**src/sv/bcdrd_pkg.sv**
```systemverilog
// Shared types and constants of the BCD length record deframer.
`default_nettype none

package bcdrd_pkg;

    localparam int MAX_RECORD_LEN_DEF = 32767;
    localparam int HEADER_BYTES_DEF   = 4;
    localparam int QUEUE_DEPTH        = 4;

    localparam logic [7:0] PREFIX_SKIP_RST = 8'd40;

    localparam int CFG_IDX_W = 1;
    localparam logic [CFG_IDX_W-1:0] CFG_FILE_LENGTH = 1'b0;
    localparam logic [CFG_IDX_W-1:0] CFG_PREFIX_SKIP = 1'b1;

    localparam logic [3:0] BCD_LIMIT = 4'hA;

    typedef enum logic [1:0] {
        PH_SKIP,
        PH_HEADER,
        PH_BODY,
        PH_STOP
    } t_phase;

    typedef enum logic [1:0] {
        KIND_HEADER,
        KIND_BODY,
        KIND_STOP
    } t_kind;

    typedef enum logic [1:0] {
        CAUSE_SHORT_TAIL,
        CAUSE_ZERO_LEN,
        CAUSE_TRUNCATED,
        CAUSE_BAD_LEN
    } t_cause;

    typedef struct packed {
        t_kind       kind;
        logic [31:0] payload;
        logic [14:0] record_length;
        logic        record_end;
        t_cause      stop_cause;
    } t_result;

endpackage

`default_nettype wire

```
**src/sv/bcdrd_front.sv**
```systemverilog
// Front end: accepts file bytes, tracks the framing state and builds result items.
`default_nettype none

module bcdrd_front import bcdrd_pkg::*; #(
    parameter int MAX_RECORD_LEN = MAX_RECORD_LEN_DEF,
    parameter int HEADER_BYTES   = HEADER_BYTES_DEF
) (
    input  wire logic                 i_clk,
    input  wire logic                 i_rst_n,
    input  wire logic                 i_in_valid,
    input  wire logic [7:0]           i_file_byte,
    input  wire logic                 i_full,
    input  wire logic                 i_cfg_we,
    input  wire logic [CFG_IDX_W-1:0] i_cfg_index,
    input  wire logic [31:0]          i_cfg_data,
    output logic                      o_push,
    output t_result                   o_push_data
);

    localparam int DEC_W = $clog2(10 ** (2 * HEADER_BYTES));
    localparam int HC_W  = (HEADER_BYTES > 1) ? $clog2(HEADER_BYTES) : 1;
    localparam int BR_W  = $clog2(MAX_RECORD_LEN + 1);
    localparam logic [HC_W-1:0] HC_LAST = HC_W'(HEADER_BYTES - 1);

    t_phase            r_phase, n_phase;
    logic [31:0]       r_byte_pos, n_byte_pos;
    logic [31:0]       r_word, n_word;
    logic [HC_W-1:0]   r_hcnt, n_hcnt;
    logic [BR_W-1:0]   r_body_rem, n_body_rem;
    logic [DEC_W-1:0]  r_dec, n_dec;
    logic              r_dec_done, n_dec_done;
    logic [31:0]       r_room, n_room;
    logic              r_room_bad, n_room_bad;
    logic [31:0]       r_start, n_start;
    logic [31:0]       r_file_length;
    logic [7:0]        r_prefix_skip;

    logic              acc;
    logic              skip_done;
    logic              first;
    logic [32:0]       diff;
    logic [32:0]       cfg_diff;
    logic [31:0]       room_base;
    logic [31:0]       room_now;
    logic              room_bad_now;
    logic [DEC_W-1:0]  dv;
    logic              dd;
    logic [31:0]       len32;

    assign acc       = i_in_valid && !i_full;
    assign skip_done = r_byte_pos >= {24'd0, r_prefix_skip};
    assign first     = (r_hcnt == '0);
    assign diff      = {1'b0, r_file_length} - {1'b0, r_byte_pos};

    // BCD digits are folded in as the header bytes arrive, high nibble first.
    always_comb begin
        dv = first ? '0 : r_dec;
        dd = first ? 1'b0 : r_dec_done;
        if (!dd) begin
            if (i_file_byte[7:4] >= BCD_LIMIT) begin
                dd = 1'b1;
            end else begin
                dv = (dv << 3) + (dv << 1) + DEC_W'(i_file_byte[7:4]);
            end
        end
        if (!dd) begin
            if (i_file_byte[3:0] >= BCD_LIMIT) begin
                dd = 1'b1;
            end else begin
                dv = (dv << 3) + (dv << 1) + DEC_W'(i_file_byte[3:0]);
            end
        end
    end

    assign len32        = 32'(dv);
    assign room_now     = first ? diff[31:0] : r_room;
    assign room_bad_now = first ? diff[32] : r_room_bad;

    always_comb begin
        n_phase     = r_phase;
        n_byte_pos  = r_byte_pos;
        n_word      = r_word;
        n_hcnt      = r_hcnt;
        n_body_rem  = r_body_rem;
        n_dec       = r_dec;
        n_dec_done  = r_dec_done;
        n_room      = r_room;
        n_room_bad  = r_room_bad;
        n_start     = r_start;
        room_base   = r_start;
        o_push      = 1'b0;
        o_push_data = '{kind: KIND_STOP, payload: 32'd0, record_length: 15'd0,
                        record_end: 1'b0, stop_cause: CAUSE_SHORT_TAIL};

        if (acc) begin
            unique case (r_phase)
                PH_SKIP, PH_HEADER: begin
                    if (r_phase == PH_SKIP && !skip_done) begin
                        n_byte_pos = r_byte_pos + 32'd1;
                    end else if (first &&
                                 (diff[32] || diff[31:0] < 32'(HEADER_BYTES))) begin
                        n_phase = PH_STOP;
                        o_push  = 1'b1;
                    end else begin
                        n_phase    = PH_HEADER;
                        n_word     = first ? {24'd0, i_file_byte} : {r_word[23:0], i_file_byte};
                        n_byte_pos = r_byte_pos + 32'd1;
                        n_dec      = dv;
                        n_dec_done = dd;
                        if (first) begin
                            n_start    = r_byte_pos;
                            room_base  = r_byte_pos;
                            n_room     = diff[31:0];
                            n_room_bad = diff[32];
                        end
                        if (r_hcnt == HC_LAST) begin
                            n_hcnt = '0;
                            o_push = 1'b1;
                            o_push_data.payload = n_word;
                            if (dv == '0) begin
                                n_phase = PH_STOP;
                                o_push_data.stop_cause = CAUSE_ZERO_LEN;
                            end else if (room_bad_now || len32 > room_now) begin
                                n_phase = PH_STOP;
                                o_push_data.stop_cause = CAUSE_TRUNCATED;
                            end else if (len32 < 32'(HEADER_BYTES) ||
                                         len32 > 32'(MAX_RECORD_LEN)) begin
                                n_phase = PH_STOP;
                                o_push_data.stop_cause = CAUSE_BAD_LEN;
                            end else begin
                                n_body_rem = BR_W'(len32 - 32'(HEADER_BYTES));
                                o_push_data.kind          = KIND_HEADER;
                                o_push_data.record_length = 15'(dv);
                                if (len32 == 32'(HEADER_BYTES)) begin
                                    o_push_data.record_end = 1'b1;
                                end else begin
                                    n_phase = PH_BODY;
                                end
                            end
                        end else begin
                            n_hcnt = r_hcnt + HC_W'(1);
                        end
                    end
                end
                PH_BODY: begin
                    n_byte_pos = r_byte_pos + 32'd1;
                    n_body_rem = r_body_rem - BR_W'(1);
                    o_push = 1'b1;
                    o_push_data.kind    = KIND_BODY;
                    o_push_data.payload = {24'd0, i_file_byte};
                    if (r_body_rem == BR_W'(1)) begin
                        o_push_data.record_end = 1'b1;
                        n_phase = PH_HEADER;
                        n_hcnt  = '0;
                    end
                end
                PH_STOP: begin
                    n_phase = PH_STOP;
                end
                default: begin
                    n_phase = PH_STOP;
                end
            endcase
        end

        // A new file length moves the room left for the record being gathered.
        cfg_diff = {1'b0, i_cfg_data} - {1'b0, room_base};
        if (i_cfg_we && i_cfg_index == CFG_FILE_LENGTH) begin
            n_room     = cfg_diff[31:0];
            n_room_bad = cfg_diff[32];
        end
    end

    always_ff @(posedge i_clk) begin
        if (!i_rst_n) begin
            r_phase       <= PH_SKIP;
            r_byte_pos    <= 32'd0;
            r_hcnt        <= '0;
            r_body_rem    <= '0;
            r_file_length <= 32'd0;
            r_prefix_skip <= PREFIX_SKIP_RST;
        end else begin
            r_phase    <= n_phase;
            r_byte_pos <= n_byte_pos;
            r_hcnt     <= n_hcnt;
            r_body_rem <= n_body_rem;
            if (i_cfg_we && i_cfg_index == CFG_FILE_LENGTH) begin
                r_file_length <= i_cfg_data;
            end
            if (i_cfg_we && i_cfg_index == CFG_PREFIX_SKIP) begin
                r_prefix_skip <= i_cfg_data[7:0];
            end
        end
    end

    always_ff @(posedge i_clk) begin
        r_word     <= n_word;
        r_dec      <= n_dec;
        r_dec_done <= n_dec_done;
        r_room     <= n_room;
        r_room_bad <= n_room_bad;
        r_start    <= n_start;
    end

endmodule

`default_nettype wire

```
**src/sv/bcdrd_queue.sv**
```systemverilog
// Short result queue between the front end and the output stage.
`default_nettype none

module bcdrd_queue import bcdrd_pkg::*; (
    input  wire logic i_clk,
    input  wire logic i_rst_n,
    input  wire logic i_push,
    input  t_result   i_push_data,
    input  wire logic i_pop,
    output logic      o_full,
    output logic      o_not_empty,
    output t_result   o_head
);

    localparam int PTR_W = $clog2(QUEUE_DEPTH);
    localparam int CNT_W = $clog2(QUEUE_DEPTH + 1);

    t_result           r_mem [QUEUE_DEPTH];
    logic [PTR_W-1:0]  r_wptr, r_rptr;
    logic [CNT_W-1:0]  r_count, n_count;
    logic              do_pop;

    assign o_full      = (r_count == CNT_W'(QUEUE_DEPTH));
    assign o_not_empty = (r_count != '0);
    assign o_head      = r_mem[r_rptr];
    assign do_pop      = i_pop && o_not_empty;

    always_comb begin
        n_count = r_count;
        if (i_push && !do_pop) begin
            n_count = r_count + CNT_W'(1);
        end else if (!i_push && do_pop) begin
            n_count = r_count - CNT_W'(1);
        end
    end

    always_ff @(posedge i_clk) begin
        if (!i_rst_n) begin
            r_wptr  <= '0;
            r_rptr  <= '0;
            r_count <= '0;
        end else begin
            r_count <= n_count;
            if (i_push) begin
                r_wptr <= (r_wptr == PTR_W'(QUEUE_DEPTH - 1)) ? '0 : r_wptr + PTR_W'(1);
            end
            if (do_pop) begin
                r_rptr <= (r_rptr == PTR_W'(QUEUE_DEPTH - 1)) ? '0 : r_rptr + PTR_W'(1);
            end
        end
    end

    always_ff @(posedge i_clk) begin
        if (i_push) begin
            r_mem[r_wptr] <= i_push_data;
        end
    end

endmodule

`default_nettype wire

```
**src/sv/bcdrd_back.sv**
```systemverilog
// Output stage: takes items from the queue and holds them until the receiver takes them.
`default_nettype none

module bcdrd_back import bcdrd_pkg::*; (
    input  wire logic i_clk,
    input  wire logic i_rst_n,
    input  wire logic i_not_empty,
    input  t_result   i_head,
    input  wire logic i_out_stall,
    output logic      o_pop,
    output logic      o_out_valid,
    output t_result   o_result
);

    logic    r_valid;
    t_result r_result;

    // The register reloads whenever it is empty or its item is being taken.
    assign o_pop       = i_not_empty && (!r_valid || !i_out_stall);
    assign o_out_valid = r_valid;
    assign o_result    = r_result;

    always_ff @(posedge i_clk) begin
        if (!i_rst_n) begin
            r_valid <= 1'b0;
        end else if (!r_valid || !i_out_stall) begin
            r_valid <= i_not_empty;
        end
    end

    always_ff @(posedge i_clk) begin
        if (o_pop) begin
            r_result <= i_head;
        end
    end

endmodule

`default_nettype wire

```
**src/sv/bcd_length_record_deframer.sv**
```systemverilog
// Top level of the BCD length prefixed record deframer.
//
// Input channel: one file byte per item on i_file_byte, handshake i_in_valid / o_in_stall.
// Output channel: one result item per cycle at most, handshake o_out_valid / i_out_stall.
// Each item is a record header (length and header word), a body byte, or a single
// stop item with a cause; after a stop all further bytes are taken and dropped.
// Configuration: i_cfg_we writes file_length (index 0) or prefix_skip (index 1).
// Throughput is one byte per cycle while o_in_stall is low: the front end classifies
// each byte in the cycle it is accepted, folding BCD digits in as header bytes arrive.
// A result is written into the four-entry queue when its byte is accepted and moves
// on into the output register, and so to the output port, when that register is free.
// When the receiver stalls, the output register holds its item and the queue fills;
// o_in_stall rises only when all four queue entries are taken.
// Synchronous reset returns to prefix skipping at byte position zero, clears the
// queue and output, and sets file_length to 0 and prefix_skip to 40.
`default_nettype none

module bcd_length_record_deframer import bcdrd_pkg::*; #(
    parameter int MAX_RECORD_LEN = MAX_RECORD_LEN_DEF,
    parameter int HEADER_BYTES   = HEADER_BYTES_DEF
) (
    input  wire logic                 i_clk,
    input  wire logic                 i_rst_n,
    input  wire logic                 i_in_valid,
    output logic                      o_in_stall,
    input  wire logic [7:0]           i_file_byte,
    output logic                      o_out_valid,
    input  wire logic                 i_out_stall,
    output logic [1:0]                o_kind,
    output logic [31:0]               o_payload,
    output logic [14:0]               o_record_length,
    output logic                      o_record_end,
    output logic [1:0]                o_stop_cause,
    input  wire logic                 i_cfg_we,
    input  wire logic [CFG_IDX_W-1:0] i_cfg_index,
    input  wire logic [31:0]          i_cfg_data
);

    logic    push;
    t_result push_data;
    logic    full;
    logic    not_empty;
    t_result head;
    logic    pop;
    t_result result;

    assign o_in_stall = full;

    bcdrd_front #(
        .MAX_RECORD_LEN(MAX_RECORD_LEN),
        .HEADER_BYTES  (HEADER_BYTES)
    ) u_front (
        .i_clk      (i_clk),
        .i_rst_n    (i_rst_n),
        .i_in_valid (i_in_valid),
        .i_file_byte(i_file_byte),
        .i_full     (full),
        .i_cfg_we   (i_cfg_we),
        .i_cfg_index(i_cfg_index),
        .i_cfg_data (i_cfg_data),
        .o_push     (push),
        .o_push_data(push_data)
    );

    bcdrd_queue u_queue (
        .i_clk      (i_clk),
        .i_rst_n    (i_rst_n),
        .i_push     (push),
        .i_push_data(push_data),
        .i_pop      (pop),
        .o_full     (full),
        .o_not_empty(not_empty),
        .o_head     (head)
    );

    bcdrd_back u_back (
        .i_clk      (i_clk),
        .i_rst_n    (i_rst_n),
        .i_not_empty(not_empty),
        .i_head     (head),
        .i_out_stall(i_out_stall),
        .o_pop      (pop),
        .o_out_valid(o_out_valid),
        .o_result   (result)
    );

    assign o_kind          = result.kind;
    assign o_payload       = result.payload;
    assign o_record_length = result.record_length;
    assign o_record_end    = result.record_end;
    assign o_stop_cause    = result.stop_cause;

endmodule

`default_nettype wire

```
**config.mk**
```make
export PLATFORM = sky130hd
export DESIGN_NAME = bcd_length_record_deframer
export DESIGN_NICKNAME = d
export VERILOG_FILES = /design/src/sv/bcdrd_pkg.sv /design/src/sv/bcdrd_front.sv /design/src/sv/bcdrd_queue.sv /design/src/sv/bcdrd_back.sv /design/src/sv/bcd_length_record_deframer.sv
export SDC_FILE = /design/constraint.sdc
export NUM_CORES = 1
export LEC_CHECK = 0
export BUFFER_PORTS_ARGS = -buffer_cell sky130_fd_sc_hd__buf_2
export CORE_UTILIZATION = 55
export CTS_BUF_LIST = sky130_fd_sc_hd__clkbuf_8
export DETAILED_ROUTE_END_ITERATION = 6
export PLACE_DENSITY = 0.7
export SYNTH_ARGS = -nofsm -noshare
export SYNTH_HDL_FRONTEND = slang
export SYNTH_SLANG_ARGS = --single-unit
```
**constraint.sdc**
```tcl
create_clock -name i_clk -period 22.2 [get_ports i_clk]
set_input_delay 4.44 -clock i_clk [delete_from_list [all_inputs] [get_ports i_clk]]
set_output_delay 4.44 -clock i_clk [all_outputs]
set_load 0.005 [all_outputs]
```
* After elaboration in Yosys (flattened, before gate mapping)
Memories as Yosys holds them, arrays and structs flattened. A register that Yosys moved wholly into a read port is not among the register bits.
Index checks and enable logic that the tools add are counted.
Widths: inputs -> output; s select.
** Storage, ports and cells
- Bits of input ports :: 46
- Output and inout port bits :: 54
- Bits in writable memories :: 208
- Logic and storage cells :: 175
- Latch bits :: 0
- Register bits :: 216
- Memories :: 1
- ROM bits :: 0
** Memories
- u_queue.r_mem :: depth 4, width 52, rd ports 1, clocked after memory_dff 1, write ports 1, RTL line bcdrd_queue.sv:18 : t_result r_mem [QUEUE_DEPTH];
** Cells by class
- Multiply operators :: 0
- Multiplexer cells :: 81
- Divide/modulo/power cells :: 0
- $add $sub $neg :: 14
- Reduce and logical (&&, ||, !) cells :: 34
- Order comparisons :: 7
- Shifts and indexed selects :: 0
- Equal/unequal tests :: 19
- Bitwise operators :: 3
** Operators by type and width (count)
- $mux 32 :: 14
- $mux 52 :: 4
- $mux 27 :: 5
- $mux 15 :: 7
- $pmux 34 s2 :: 1
- $sub 32x32->33 :: 2
- $pmux 32 s2 :: 1
- $add 27x27->27 :: 2
- $add 27x4->27 :: 2
- $mux 16 :: 3
- $mux 2 :: 21
- $add 32x1->32 const B :: 1
- $ge 32x8->1 :: 1
- $gt 27x32->1 :: 1
- $lt 32x3->1 const B :: 1
- $pmux 15 s2 :: 1
- $eq 27x3->1 const B :: 1
- $gt 27x15->1 const B :: 1
- $logic_not 27->1 :: 1
- $lt 27x3->1 const B :: 1
- $mux 1 :: 18
- $eq 15x1->1 const B :: 1
- $sub 15x1->15 const B :: 1
- $sub 15x3->15 const B :: 1
- 26 further kinds :: 66

* Depth between registers and ports, before layout
Gate-level depths: netlist of the first run.
- Word-level depth :: 20
- Gate-level depth with buffers :: 41
- Mapped depth without buffers :: 36

* Modules after synthesis
A second synthesis of the first run with hierarchy kept.
** Unflattened totals
- Cell total of the unflattened synthesis :: 2626
- Area, all modules :: 27889.2 µm²
** By module, submodules not included
- bcdrd_front :: sequential area each 5014.8 µm², instances 1, area an instance 18265.0 µm², cells an instance 2252
- bcdrd_queue :: sequential area each 6426.2 µm², instances 1, area an instance 8023.9 µm², cells an instance 318
- bcdrd_back :: sequential area each 1581.5 µm², instances 1, area an instance 1600.3 µm², cells an instance 56

* Least setup slack after synthesis of the first run
No wires, ideal clock.
- Kind :: input to register
- Start :: in i_file_byte[7]
- End :: mem u_queue.r_mem[0][11] in the netlist's numbering (data pin)
- Setup slack :: 11.067 ns
- Arrival time :: 10.840 ns
- Data required time :: 21.907 ns
- Setup time :: 0.293 ns
- Stages :: 30
- Buffers on the path :: 2
- Cell sequence :: xor2_1 ha_1 fa_1 a211oi_1 o21ai_0 a21boi_0 xnor2_1 a21o_1 ha_1 ha_1 a21o_1 a221o_1 a22oi_2 o21ai_2 o31a_1 a221oi_2 xnor2_1 o31ai_1 a31oi_1 ha_1 nand3_1 nor2_1 nand2_1 or4_1 a221oi_1 or3_1 or4_4 buf_6 buf_8 nor2_1
** RTL lines
- start, declared :: RTL line bcd_length_record_deframer.sv:26 : input wire logic [7:0] i_file_byte,
- end, declared :: RTL line bcdrd_queue.sv:18

* Worst setup path after layout of the first run
- Start :: in i_file_byte[7]
- End :: reg u_front.r_body_rem[12]
** On the way
- Elaborated cells on any way between the ends :: 28
- Those cells by class :: 4 x add/sub; 4 x order compare; 3 x eq/ne; 13 x mux; 4 x reduce/logical
** RTL lines
- $add 27x4->27 / $ge 4x4->1 (equally long branches) :: RTL line bcdrd_front.sv:63, bcdrd_front.sv:60
- $mux 27 :: RTL line bcdrd_front.sv:60 : if (i_file_byte[7:4] >= BCD_LIMIT) begin
- $mux 27 :: RTL line bcdrd_front.sv:59 : if (!dd) begin
- $add 27x27->27 :: RTL line bcdrd_front.sv:70 : dv = (dv << 3) + (dv << 1) + DEC_W'(i_file_byte[3:0]);
- $add 27x4->27 :: RTL line bcdrd_front.sv:70
- $mux 27 :: RTL line bcdrd_front.sv:67 : if (i_file_byte[3:0] >= BCD_LIMIT) begin
- $mux 27 (*) :: RTL line bcdrd_front.sv:66 : if (!dd) begin
- via u_front.dv[14] :: RTL line bcdrd_front.sv:46 : logic [DEC_W-1:0] dv;
- $gt 27x32->1 (tied with other cells) :: RTL line bcdrd_front.sv:123 : end else if (room_bad_now || len32 > room_now) begin
- $logic_or 1x1->1 (on tied branches) :: RTL line bcdrd_front.sv:123, bcdrd_front.sv:126
- $ne 2x2->1 (no source line)
- $reduce_and 8->1 (no source line) (*)
- end signal, assigned :: RTL line bcdrd_front.sv:186 : r_body_rem <= n_body_rem;
- end, declared :: RTL line bcdrd_front.sv:29 : logic [BR_W-1:0] r_body_rem, n_body_rem;
Mark *: on every way through the listed nets, which the timed path passes. The rest lies on a longest branch. The select of a mux whose other input is x is not followed.
A chain may end at the register's enable or synchronous reset.

==> impl_metrics.json, run 1 <==
{
  "drt_wl_total_um": 72100,
  "drt_iter0_markers": 1675,
  "port_buffers": 99,
  "synth-seq-cells": 476,
  "final_nets": 3007,
  "yosysTopAreaCell": "edfxtp_1",
  "slowest_delay_ns": 0.59,
  "tightest_slew_ns": 1.13,
  "synth_seq_area_share": 0.466,
  "synth_cell_types": 92,
  "crit_path_start_kind": "primary input",
  "fin_crit_sh": 0.553,
  "cp-startpoint": "i_file_byte[7]",
  "cts_resized": 0,
  "cts_tree": "built",
  "crit_type": "in2reg",
  "drc": 0,
  "yosys_warnings": 0,
  "cts_setup_buffers": 0,
  "synthArstFlopShare": 0,
  "num_vias": 21300,
  "gp_congestion": 0.918,
  "reg2reg_from": "u_front.r_hcnt[0]",
  "wl_per_cell_um": 20.7,
  "ys_top_cells_by_area": "edfxtp_1 37%, dfxtp_1 9.4%, ha_1 9.3%",
  "num-fill-cells": 4258,
  "synthTopCellsByCount": "345 x edfxtp_1, 234 x nand2_1, 207 x ha_1",
  "peakVddDrop_mv": 0.0469,
  "fin_crit_ns": 12.28,
  "design.core.area_sq_um": 50100,
  "syn-mean-instance-area_sq_um": 10.5,
  "r2r_cells": 32,
  "finalSetupTns_ns": 0,
  "critical_path.endpoint": "u_front.r_body_rem[12]",
  "path_buf_inv": 2,
  "hold_viol_final": 0,
  "postSynthCellCount": 2657,
  "drt_pre_antenna_iters": 5,
  "finalClockSkew_ns": 0.0458,
  "grt_use_total": 0.282,
  "cts-root-buf": "clkbuf_8",
  "drive_gt1_frac": 0.118,
  "leakagePower_nw": 12.3,
  "die_y_um": 227,
  "cts_sinks": 476,
  "ios": 100,
  "routed_via_density": 6.10,
  "slowest_stage": "o31ai_4",
  "placementRows": 82,
  "antenna_found_initial": 3,
  "ant_nets": 0,
  "fp.dieW_um": 227,
  "timing.rr.end": "u_front.r_body_rem[12]",
  "critPathRequiredTime_ns": 22.77,
  "start_util": 0.557,
  "r2r_setup_slack_ns": 12.47,
  "clock_path_buffers": 3,
  "cp.depth": 30,
  "clk_pin_slew_ns": 0.06,
  "numCtsBuffers": 81,
  "slew_headroom": 0.244,
  "drv_slew": 0,
  "hpwlAfterDp_um": 52100,
  "yosysMostFrequentCell": "edfxtp_1",
  "worstPathArrival_ns": 12.85,
  "status": "finished clean",
  "min_path_type": "reg2reg",
  "overflow": 0,
  "power.density_nw_per_um2": 89.4,
  "cp-end-kind": "register",
  "critical_path.top_delay_family": "compound AO/OA/AOI/OAI gates",
  "clock.fmax_mhz": 81.4,
  "htreeDepth": 3,
  "die_area_sq_um": 51600,
  "clk_latency_ns": 0.71,
  "maxCapViolations": 0,
  "grt_pass1_wl_um": 113000,
  "synth_area_sq_um": 27900,
  "path_max_fanout": 14,
  "synth_ff_type": "edfxtp_1",
  "grt_pass1_vias": 20800,
  "fin_hold_ws_ns": 0.456,
  "synth_edf_count": 345,
  "area_delta_synth_final_pct": 9.46,
  "hold_buffers": 0,
  "grt_start_max_net_pins": 81,
  "syn_nets": 2916,
  "rsz0062_at_grt": "false",
  "synth_top_area_frac": 0.372,
  "finalSetupViolations": 0
}
-- layout make-up --
class / instances / area, sq um / share of cell area
Inverter: 137 / 514 / 0.0169
Antenna cell: 2 / 5.00 / 0.000164
Timing Repair Buffer: 123 / 676 / 0.0221
Clock buffer: 84 / 1160 / 0.0379
Clock inverter: 65 / 372 / 0.0122
Sequential cell: 476 / 13000 / 0.426
Tap cell: 672 / 841 / 0.0276
Multi-Input combinational cell: 1929 / 14000 / 0.458
-- routing by layer --
layer / routed length, um / GRT usage / part of all wire
met1: 30700 / 0.362 / 0.43
met5: 11 / 0 / 0.00015
met3: 3500 / 0.0377 / 0.049
met2: 35600 / 0.484 / 0.49
met4: 2360 / 0.108 / 0.033
-- through the flow --
| stage | instance area, sq um | setup slack [ns] | utilization | instances | power, W |
|---|---|---|---|---|---|
| after global routing | 30500 | 9.30 | 0.609 | 3487 | 0.00288 |
| after detailed placement | 29000 | 9.43 | 0.579 | 3337 | 0.00200 |
| after CTS | 30500 | 10.08 | 0.609 | 3486 | 0.00275 |
| after global placement | 29000 | 9.75 | 0.579 | 3337 | 0.00198 |
| after floorplan | 27900 | 11.07 | - | 2657 | 0.00172 |
| final | 30500 | 9.92 | 0.610 | 3488 | 0.00273 |
-- worst min-delay path by stage --
stage	depth (start not counted)	slack, ns	end	from
floorplan	2	0.43	u_front.r_start[10]	u_front.r_start[10]
global placement	2	0.44	u_front.r_start[24]	u_front.r_start[24]
detailed placement	2	0.45	u_front.r_start[2]	u_front.r_start[2]
CTS	2	0.46	u_front.r_prefix_skip[6]	u_front.r_prefix_skip[6]
global route	2	0.48	u_front.r_file_length[13]	u_front.r_file_length[13]
finish	2	0.46	u_front.r_prefix_skip[6]	u_front.r_prefix_skip[6]
-- report_power, final --
part / switching, W / internal [W]
clock: 0.000376 / 0.000373
sequential: 0.0000530 / 0.00108
combinational: 0.000507 / 0.000345
-- state kept, by name, indices dropped and copies added, names as in the netlist, 15 cells and up --
register               flops
u_front.r_start           32
u_queue.r_mem            208
u_front.r_body_rem        15
u_front.r_file_length     32
u_front.r_room            32
u_back.o_result           52
u_front.r_word            24
u_front.r_dec             27
u_front.r_byte_pos        32
-- logic make-up after synthesis --
group | count (synthesis) | synth area share
AND/OR/NAND/NOR | 834 | 0.148
AO/OA/AOI/OAI | 639 | 0.148
flip-flops | 476 | 0.466
buffers and inverters | 252 | 0.0354
adder cells (fa/ha/maj) | 213 | 0.0972
multiplexers | 125 | 0.0686
XOR/XNOR | 118 | 0.0371
-- layout by cell type, fill, tap and decap left out, drive strengths merged, types with 38 or more instances in the layout --
cell	n
mux2i	68
nor3	57
edfxtp	345
nand3	51
and3	43
o21ai	135
clkbuf	84
mux4	52
inv	176
xnor2	77
ha	207
nor2	177
a21o	61
nor2b	68
nand4	38
buf	123
dfxtp	131
nand2	235
xor2	41
a21oi	204
-- tightest hold or removal path, delay by kind of cell (launching register included) --
| family | cells | cell delay (ns) |
|---|---|---|
| and+or+nand+nor | 1 | 0.05 |
| AOI/OAI and AO/OA | 1 | 0.05 |
| DFF | 1 | 0.31 |
Power figures use the tool's default switching activity.
==> run 2: changes to the inputs <==
Clock period 22.2 ns to 12.3 ns, I/O delays scaled along.
==> impl_metrics.json, run 2 (synthesized netlist as in run 1, its figures left out) <==
{
  "drt_pre_antenna_iters": 7,
  "crit_type": "in2reg",
  "peakVddDrop_mv": 0.0906,
  "slowest_delay_ns": 0.62,
  "setup_slack_ns": 1.95,
  "cp-end-kind": "register",
  "power.density_nw_per_um2": 163,
  "final_nets": 3003,
  "drc": 0,
  "layout_common_cells": "345 x edfxtp_1, 234 x nand2_1, 206 x ha_1",
  "placementRows": 82,
  "ios": 100,
  "grt_pass1_wl_um": 113000,
  "cts_tree": "built",
  "die_area_sq_um": 51600,
  "finalClockSkew_ns": 0.0248,
  "clk_latency_ns": 0.67,
  "placed_area_sq_um": 29000,
  "htreeDepth": 3,
  "leakagePower_nw": 12.2,
  "worstPathArrival_ns": 10.91,
  "finalSetupViolations": 0,
  "die_y_um": 227,
  "status": "finished clean",
  "dp_slack_ns": 1.45,
  "grt_start_max_net_pins": 81,
  "hold_buffers": 0,
  "drt_wl_total_um": 72200,
  "drt_iter0_markers": 1681,
  "cts_resized": 0,
  "drv_slew": 0,
  "overflow": 0,
  "critPathRequiredTime_ns": 12.86,
  "gp_congestion": 0.921,
  "grt_use_total": 0.283,
  "power_w": 0.00498,
  "regMostFlops": "u_queue.r_mem",
  "drive_gt1_frac": 0.120,
  "slew_headroom": 0.263,
  "hold_viol_final": 0,
  "finalSetupTns_ns": 0,
  "crit_path_start_kind": "primary input",
  "fin_crit_sh": 0.842,
  "wl_per_cell_um": 20.7,
  "rsz0062_at_grt": "false",
  "clk_pin_slew_ns": 0.07,
  "finish.instance_area_sq_um": 30500,
  "fin_crit_ns": 10.35,
  "ant_nets": 0,
  "min_path_type": "reg2reg",
  "grt_pass1_vias": 20500,
  "tightest_slew_ns": 1.10,
  "fp.dieW_um": 227,
  "path_max_fanout": 14,
  "maxCapViolations": 0,
  "start_util": 0.557,
  "final_common_cell": "edfxtp_1",
  "area_delta_synth_final_pct": 9.57,
  "numCtsBuffers": 80,
  "hpwlAfterDp_um": 52300,
  "cts_sinks": 476,
  "design.core.area_sq_um": 50100,
  "port_buffers": 99,
  "routed_via_density": 6.09,
  "antenna_found_initial": 1,
  "largest_reg_flops": 208,
  "slowest_stage": "o31ai_4",
  "cts_setup_buffers": 0,
  "cts-root-buf": "clkbuf_8",
  "clock_path_buffers": 3,
  "num_vias": 21200,
  "clock.fmax_mhz": 96.6
}
## run 2: worst paths after layout
check / from / endpoint / slack, ns / cells past startpoint
max: i_file_byte[7] / u_front.r_body_rem[12] / 1.95 / 30
min: u_front.r_file_length[27] / u_front.r_file_length[27] / 0.46 / 2
max reg2reg: u_front.r_hcnt[0] / u_front.r_body_rem[12] / 2.53 / 32
min reg2reg: u_front.r_file_length[27] / u_front.r_file_length[27] / 0.46 / 2
## run 2: final cells by class
class	count	area, sq um
Clock buffer	88	1210
Timing Repair Buffer	120	653
Antenna cell	1	2.50
Fill cell	4286	19500
Sequential cell	476	13000
Clock inverter	56	372
Tap cell	672	841
Multi-Input combinational cell	1929	14000
Inverter	137	514
## run 2: worst max-delay path: cells and delay by family
kind	cells	cell delay, ns
adders and majority gates	5	1.94
muxes	1	0.14
xor gates and xnor gates	1	0.17
and+or+nand+nor	6	1.35
buffers and inverters	2	0.40
AOI/OAI and AO/OA	15	4.42
## run 2: report_power, final
part           switching [W]  leakage [nW]  total [W]  internal (W)
Sequential         0.0000939          4.30    0.00204       0.00194
Combinational       0.000920          7.04    0.00154      0.000619
Clock               0.000652         0.900    0.00140      0.000749
## run 2: per-layer routing
metal | GRT usage | wire, um | share of wire | up-vias
met5 | 0 | 0 | 0 | -
met4 | 0.101 | 2210 | 0.031 | 0
met3 | 0.0419 | 3500 | 0.048 | 143
met2 | 0.483 | 35600 | 0.49 | 661
met1 | 0.365 | 30900 | 0.43 | 10300
li1 | - | - | - | 10100
## run 2: through the flow
step | hold WS [ns] | instances | util
after floorplan | 0.430 | 2657 | -
after global placement | 0.440 | 3334 | 0.578
after detailed placement | 0.449 | 3334 | 0.578
after CTS | 0.460 | 3478 | 0.610
after global routing | 0.479 | 3479 | 0.610
final | 0.459 | 3479 | 0.610
==> run 3: changes to the inputs <==
Clock period 12.3 ns to 10.1 ns, I/O delays scaled along.
==> impl_metrics.json, run 3 (synthesized netlist as in run 1, its figures left out) <==
{
  "status": "finished clean",
  "final_nets": 3020,
  "gp_congestion": 0.897,
  "cts_setup_buffers": 0,
  "clk_pin_slew_ns": 0.06,
  "diodes": 0,
  "leakagePower_nw": 12.3,
  "fin_crit_sh": 0.930,
  "setup_slack_ns": 0.704,
  "layout_common_cells": "345 x edfxtp_1, 234 x nand2_1, 206 x ha_1",
  "worstPathArrival_ns": 9.93,
  "power.density_nw_per_um2": 197,
  "placed_cells": 3353,
  "finalClockSkew_ns": 0.0376,
  "drive_gt1_frac": 0.123,
  "cts_resized": 0,
  "sequentialPowerShare": 0.413,
  "tightest_slew_ns": 1.07,
  "die_y_um": 227,
  "clk_latency_ns": 0.67,
  "largest_reg_flops": 208,
  "critPathRequiredTime_ns": 10.63,
  "htreeDepth": 3,
  "ant_nets": 0,
  "placementRows": 82,
  "regMostFlops": "u_queue.r_mem",
  "peakVddDrop_mv": 0.104,
  "hold_viol_final": 0,
  "finalSetupTns_ns": 0,
  "p_comb_frac": 0.317,
  "placed_area_sq_um": 29100,
  "finish.instance_area_sq_um": 30600,
  "drt_wl_total_um": 72300,
  "hpwlAfterDp_um": 52800,
  "fp.dieW_um": 227,
  "cts_tree": "built",
  "p_sw_w": 0.00202,
  "crit_path_start_kind": "primary input",
  "routed_via_density": 6.07,
  "final_common_cell": "edfxtp_1",
  "drt_iter0_markers": 1638,
  "design.core.area_sq_um": 50100,
  "maxCapViolations": 0,
  "slowest_delay_ns": 0.52,
  "dp_slack_ns": 0.118,
  "slowest_stage": "o21ai_1",
  "finalSetupViolations": 0,
  "internal_power_w": 0.00400,
  "clock_path_buffers": 3,
  "fin_cells": 3493,
  "drv_slew": 0,
  "die_area_sq_um": 51600,
  "cts-root-buf": "clkbuf_8",
  "drt_pre_antenna_iters": 5,
  "ios": 100,
  "grt_pass1_vias": 20400,
  "hold_buffers": 0,
  "pwr-share-clk": 0.271,
  "crit_top_cell": "o21ai_0",
  "start_util": 0.557,
  "num_vias": 21200,
  "cts_sinks": 476,
  "numCtsBuffers": 78,
  "antenna_found_initial": 0,
  "rsz0062_at_grt": "false",
  "grt_pass1_wl_um": 112000,
  "final_util": 0.611,
  "grt_use_total": 0.280,
  "drc": 0,
  "path_max_fanout": 11,
  "sw_frac_of_total": 0.335,
  "fin_crit_ns": 9.40,
  "wl_per_cell_um": 20.7,
  "crit_type": "in2reg",
  "min_path_type": "reg2reg",
  "overflow": 0,
  "grt_start_max_net_pins": 81,
  "cp-end-kind": "register",
  "clock.fmax_mhz": 106,
  "slew_headroom": 0.287,
  "area_delta_synth_final_pct": 9.76,
  "port_buffers": 99
}
[run 3: layout make-up]
type,count,area (sq um)
clock inverter,51,270
clock buffer,89,1220
sequential,476,13000
tap,672,841
timing repair buffer,139,796
multi-input combinational,1929,14000
inverter,137,514
fill,4219,19500
[run 3: per-layer routing]
layer | global-route usage | wire length, um
met2 | 0.491 | 35800
met4 | 0.0944 | 2090
met3 | 0.0370 | 3470
met1 | 0.357 | 30900
met5 | 0 | 0
[run 3: worst paths after layout]
path,start,endpoint,slack (ns),depth (start not counted)
worst max-delay path,i_file_byte[7],u_front.r_body_rem[12],0.70,32
worst max register to register,u_front.r_byte_pos[4],u_front.r_room[30],1.03,27
worst min-delay path,u_front.r_prefix_skip[6],u_front.r_prefix_skip[6],0.46,2
worst min register to register,u_front.r_prefix_skip[6],u_front.r_prefix_skip[6],0.46,2
[run 3: worst max-delay path, delay by kind of cell]
family | cells | cell delay [ns]
fa+ha+maj | 5 | 1.87
compound gates | 16 | 4.16
buf+inv | 2 | 0.31
xor+xnor | 2 | 0.32
simple gates | 7 | 1.24
[run 3: through the flow]
step	total power [W]	hold WS, ns
floorplan	0.00377	0.430
global placement	0.00438	0.442
detailed placement	0.00442	0.449
CTS	0.00605	0.458
global route	0.00635	0.474
finish	0.00602	0.457
[run 3: power by group through the flow]
stage | combinational (W) | sequential [W] | clock, W
final | 0.00190 | 0.00248 | 0.00163
after global routing | 0.00210 | 0.00251 | 0.00174
after CTS | 0.00190 | 0.00249 | 0.00166
after detailed placement | 0.00190 | 0.00253 | 0
after global placement | 0.00186 | 0.00252 | 0
after floorplan | 0.00130 | 0.00248 | 0
